[src/assert_macros.svh]
// Assertion macros shared by the cache lookup RTL.
// They expect a clock named clk and an active-low reset named rst_n in scope.
`ifndef ASSERT_MACROS_SVH
`define ASSERT_MACROS_SVH

// Consequent must hold in the same cycle as the antecedent.
`define SACL_ASSERT_NOW(lbl, ante, cons, msg) \
  lbl: assert property (@(posedge clk) disable iff (!rst_n) (ante) |-> (cons)) \
    else $error(msg);

// Consequent must hold in the cycle after the antecedent.
`define SACL_ASSERT_NEXT(lbl, ante, cons, msg) \
  lbl: assert property (@(posedge clk) disable iff (!rst_n) (ante) |=> (cons)) \
    else $error(msg);

`endif

[src/sacl_pkg.sv]
// Shared types and constants of the set-associative cache lookup block.
// No dependencies; the top level, the controller and the datapath import it.
`default_nettype none

package sacl_pkg;

  localparam int ADDR_W    = 32;
  localparam int STAMP_W   = 32;
  localparam int CFG_W     = 4;
  localparam int SET_OUT_W = 8;
  localparam int WAY_OUT_W = 3;
  localparam int SET8_DEPTH = 2 ** SET_OUT_W;
  localparam int PADDR_W   = 4;
  localparam int PDATA_W   = 32;

  localparam logic [CFG_W-1:0] OBITS_MAX = 4'd12;
  localparam logic [CFG_W-1:0] SBITS_MAX = 4'd8;

  localparam logic [CFG_W-1:0] BLOCK_OFFSET_RST = 4'd4;
  localparam logic [CFG_W-1:0] SET_INDEX_RST    = 4'd6;
  localparam logic [CFG_W-1:0] WAYS_RST         = 4'd4;

  typedef enum logic [1:0] {
    REG_BLOCK_OFFSET = 2'd0,
    REG_SET_INDEX    = 2'd1,
    REG_WAYS         = 2'd2,
    REG_NONE         = 2'd3
  } sacl_reg_t;

  typedef struct packed {
    logic [CFG_W-1:0] block_offset_bits;
    logic [CFG_W-1:0] set_index_bits;
    logic [CFG_W-1:0] ways_in_use;
  } sacl_cfg_t;

  typedef enum logic [2:0] {
    ST_CLEAR,
    ST_IDLE,
    ST_LOOK,
    ST_CMP,
    ST_UPD
  } sacl_state_t;

  typedef struct packed {
    logic clear_wr;
    logic accept;
    logic decode;
    logic compare;
    logic commit;
  } sacl_cmd_t;

  typedef struct packed {
    logic clear_last;
    logic out_free;
  } sacl_status_t;

endpackage

`default_nettype wire

[src/sacl_ctrl.sv]
// Sequencer of the cache lookup: clearing pass, then read, compare, update.
// Depends on sacl_pkg for the state, command and status types.
`default_nettype none

module sacl_ctrl (
  input  wire logic                   clk,
  input  wire logic                   rst_n,
  input  wire logic                   in_valid,
  output logic                        in_stall,
  input  wire sacl_pkg::sacl_status_t status,
  output sacl_pkg::sacl_cmd_t         cmd
);

  import sacl_pkg::*;

  sacl_state_t state_r, state_nxt;

  always_ff @(posedge clk) begin
    if (!rst_n) begin
      state_r <= ST_CLEAR;
    end else begin
      state_r <= state_nxt;
    end
  end

  always_comb begin
    state_nxt = state_r;
    unique case (state_r)
      ST_CLEAR: if (status.clear_last) state_nxt = ST_IDLE;
      ST_IDLE:  if (in_valid) state_nxt = ST_LOOK;
      ST_LOOK:  state_nxt = ST_CMP;
      ST_CMP:   state_nxt = ST_UPD;
      ST_UPD:   if (status.out_free) state_nxt = ST_IDLE;
      default:  state_nxt = ST_CLEAR;
    endcase
  end

  always_comb begin
    cmd      = '0;
    in_stall = 1'b1;
    unique case (state_r)
      ST_CLEAR: cmd.clear_wr = 1'b1;
      ST_IDLE: begin
        in_stall   = 1'b0;
        cmd.accept = in_valid;
      end
      ST_LOOK: cmd.decode = 1'b1;
      ST_CMP:  cmd.compare = 1'b1;
      ST_UPD:  cmd.commit = status.out_free;
      default: cmd = '0;
    endcase
  end

endmodule

`default_nettype wire

[config.mk]
export PLATFORM = sky130hd
export DESIGN_NAME = sacl_ctrl
export DESIGN_NICKNAME = d
export VERILOG_FILES = /design/src/assert_macros.svh /design/src/sacl_pkg.sv /design/src/sacl_ctrl.sv
export SDC_FILE = /design/constraint.sdc
export NUM_CORES = 1
export LEC_CHECK = 0
export ABC_AREA = 1
export ABC_CLOCK_PERIOD_IN_PS = 1800
export CORE_AREA = 8 8 45 47
export DETAILED_ROUTE_END_ITERATION = 8
export DIE_AREA = 0 0 53 55
export DONT_BUFFER_PORTS = 1
export PLACE_DENSITY = 0.36
export SLEW_MARGIN = 15
export SYNTH_ARGS = -nofsm -noshare
export SYNTH_HDL_FRONTEND = slang
export SYNTH_SLANG_ARGS = --single-unit
[constraint.sdc]
create_clock -name clk -period 1.8 [get_ports clk]
set_clock_uncertainty 0.05 [all_clocks]
set_input_delay 0.09 -clock clk [delete_from_list [all_inputs] [get_ports clk]]
set_output_delay 0.09 -clock clk [all_outputs]
set_load 0.005 [all_outputs]
---- Word level (Yosys, flattened, before mapping) ----
Cells that the tools add are included.
operators by class
  equal/unequal tests ..................... 7
  multiplexer cells ....................... 10
  reduce and logical (&&, ||, !) cells .... 2
operators by type and width
  operator              count
  $pmux W3 S5           1
  $mux W3               3
  $eq A3 B2 Y1 const B  2
  $mux W1               6
  $ne A2 B2 Y1 const B  3
  $eq A3 B1 Y1 const B  1
  $eq A3 B3 Y1 const B  1
  $logic_not A3 Y1      1
  $reduce_and A3 Y1     1
storage, ports and cells
  bits in registers ....................... 3
  input port bits ......................... 5
  output and inout bits ................... 6
  logic and storage cells ................. 20

---- Depth between registers and ports, before layout ----
  word-level depth ........................ 3
  mapped depth ............................ 6

---- Least setup slack after synthesis ----
No wires, ideal clock.
  path kind ............................... register to register
  start point ............................. reg state_r[2]
  end point ............................... reg state_r[0]
  setup time .............................. 112 ps
  arrival ................................. 801 ps
  slack ................................... 837 ps
  stages on the path, launching flop included .. 6
  clock period less this slack ............ 963 ps
  path through ............................ dfxtp_1 inv_1 nand3_1 nand3_2 nor2_1 nor2_1
between the ends
  cells in the longest elaborated chain, start to end .. 3
  elaborated cells between the ends (all ways) .. 10
  those cells by class .................... 7 x eq/ne; 1 x mux; 2 x reduce/logical
ends and longest elaborated chain
  item                                        RTL line         text
  start: declaration                          sacl_ctrl.sv:16  sacl_state_t state_r, state_nxt;
  start signal: assignment                    sacl_ctrl.sv:22  state_r <= state_nxt;
  $eq A3 B3 Y1, or another cell as far along  sacl_ctrl.sv:28  unique case (state_r)
  $ne A2 B2 Y1 (no source line)               -
  $reduce_and A3 Y1 (no source line)          -
Several ways; a longest one is shown, not always the timed one.
A chain may end at the register's enable or synchronous reset.

==> reports/qor.txt <==
Synth Area per Inst: 6.37 sq um
Initial Utilization: 0.147
Skew-Pair Late Insertion Delay: 230 ps
Slowest cell delay on critical path: 420 ps
Row cnt: 14
Critical path arrival: 1100 ps
Top cells by area, synth: dfxtp_1 29%, inv_1 17%, nand3_1 12%
Tot GR Track Use: 0.0371
Input/output buffers: 0
Yosys reg bits: 3
Synthesized net count: 37
Syn Inst Count: 32
Hold Crit Class: in -> reg
Reg2reg path depth: 5
Post-synthesis async set-or-reset flop share: 0
Worst R2R End: state_r[0]
Max_slew headroom: 0.753
Most common library cells after synthesis: 9 x inv_1, 5 x nand3_1, 4 x nor2_1
Antenna violations before repair: 0
Setup tns final: 0 ps
Max IR drop VDD: 317 uV
Slowest stage cell, crit path: dfxtp_1
Sequential area share after synthesis: 0.294
Max Cap Viol: 0
DR vias: 204
Congestion Overflow GR: 0
TritonCTS clock tree: done
Area grow syn2layout: 27.6%
Cell area after synthesis: 204 sq um
Routed len/inst: 9.64 um
Count leader, synth: inv_1
DP Area: 224 sq um
Initial DRC Count: 0
Clock slew at reported path FFs: 30 ps
Die area: 2920 sq um
Post-route ant nets: 0
Pins Over Slew Limit: 0
Num CTS Buffers: 3
Largest register FFs: 3
Crit-path cells: inv_1, nor4_1
Via density per instance: 3.85
CTS sink cnt: 3
Startpoint types: register
Ant. Diodes: 0
Slack of the worst reg-to-reg path: 760 ps
GPL Wtd Cong: 0.656
Share of layout cells above drive strength 1: 0.216
Nets: 43
Final period util: 0.688
Hold path cells: 3
P per Cell Area: 952 nW/um^2
Ys Warns: 0
Detailed Place HPWL: 451 um
Fmax: 807 MHz
Synth top area share: 0.294
Die Y: 55 um
Global-route wire length before repair: 800 um
Yosys top cell by area: dfxtp_1
Vias in the first global route: 210
Top reg by flops: state_r
Crit path time final: 1240 ps
Crit path kind: reg -> out
Hold Vio Cnt, Final: 0
Hold path endpoint: state_r[2]
Crit path buf inv count: 1
Core box area: 1380 sq um
Unrepaired setup endpoints after global routing: no
Clk root buf: clkbuf_4
Drt pass-1 iters: 1
Synth Flop Type: dfxtp_1
Crit path max fanout: 5
Hold path startpoint: status[0]
Largest registers: state_r: 3 flops
Least-Margin Pin Slew: 367 ps
DRC: 0
Lkg Pwr: 0.134 nW
IO Pins: 11
Worst r2r src: state_r[1]
Final Cell Area: 260 sq um
Netlist cell types: 13
Final setup violation count: 0
H-tree depth: 1
Largest delay contributor family on the critical path: flip-flops
Number of flops mapped to enable cells by yosys: 0
CP required: 1660 ps
Worst-case clock buffer depth: 2
Final WL: 511 um
Status: complete, no violations
Worst Setup End Kind: primary output
Die X-Extent: 53 um
Largest net degree at the start of global routing: 8
[routing by layer]
layer  global-route usage  part of all wire
met3               0.0267              0.10
met4               0.0129                 0
met5                    0                 0
met2               0.0508              0.44
met1               0.0439              0.46
[logic make-up (layout without fill, tap and decap cells)]
| kind of cell | after synthesis | after routing | synth area share |
|---|---|---|---|
| and+or+nand+nor | 17 | 17 | 0.472 |
| buffers and inverters | 10 | 15 | 0.184 |
| DFF | 3 | 3 | 0.294 |
| AOI/OAI and AO/OA | 2 | 2 | 0.0491 |
[area by class of cell]
cell class / count / area [sq um]
multi-input cells: 19 / 106
clock buffers: 4 / 26.3
well taps: 16 / 20.0
flip-flops and latches: 3 / 60.1
repair buffers: 1 / 10.0
fillers: 164 / 1120
inverters: 10 / 37.5
[cell usage in the layout, fill, tap and decap left out]
master,instances
dlygate4sd3_1,1
nand3_2,1
clkbuf_4,3
nor2_1,4
nand2_1,2
nand3_1,5
a21oi_1,2
nor3_2,1
nor2_4,1
clkbuf_1,1
inv_2,1
dfxtp_1,3
nor4_1,1
nor3_1,1
inv_1,9
nand2_2,1
[stage by stage]
stage,std cells,hold WS (ps),power (W),setup WS [ps],utilization
2_1_floorplan,32,188,0.000124,837,-
5_1_grt,53,118,0.000268,432,0.188
6_report,53,92.5,0.000248,561,0.188
3_3_place_gp,48,203,0.000135,732,0.162
3_5_place_dp,48,200,0.000134,734,0.162
4_1_cts,53,91.5,0.000257,512,0.188
[worst min-delay path, stage by stage]
cell and delay (ps):
inv_1 30, nand3_1 120, a21oi_1 70
[worst max-delay path by stage]
stage          startpoint  cells after the start    endpoint  slack, ps
5_1_grt        state_r[2]                      2      cmd[0]        430
2_1_floorplan  state_r[2]                      5  state_r[0]        840
4_1_cts        state_r[2]                      2      cmd[0]        510
6_report       state_r[2]                      2      cmd[0]        560
3_5_place_dp   state_r[1]                      5  state_r[0]        730
3_3_place_gp   state_r[1]                      5  state_r[0]        730
[repair_timing]
action                                 in CTS  in global routing
endpoints found under the hold margin       3                  0
hold buffers                                1                  0
buffers inserted                            0                  0
resized for setup                           0                  0
[report_power, final]
part	switching (W)	internal (W)	total, W
logic	0.0000323	0.0000190	0.0000513
clock network	0.0000320	0.0000829	0.000115
registers	0.00000889	0.0000727	0.0000816
total	0.0000732	0.000175	0.000248
Power figures use the tool's default switching activity.
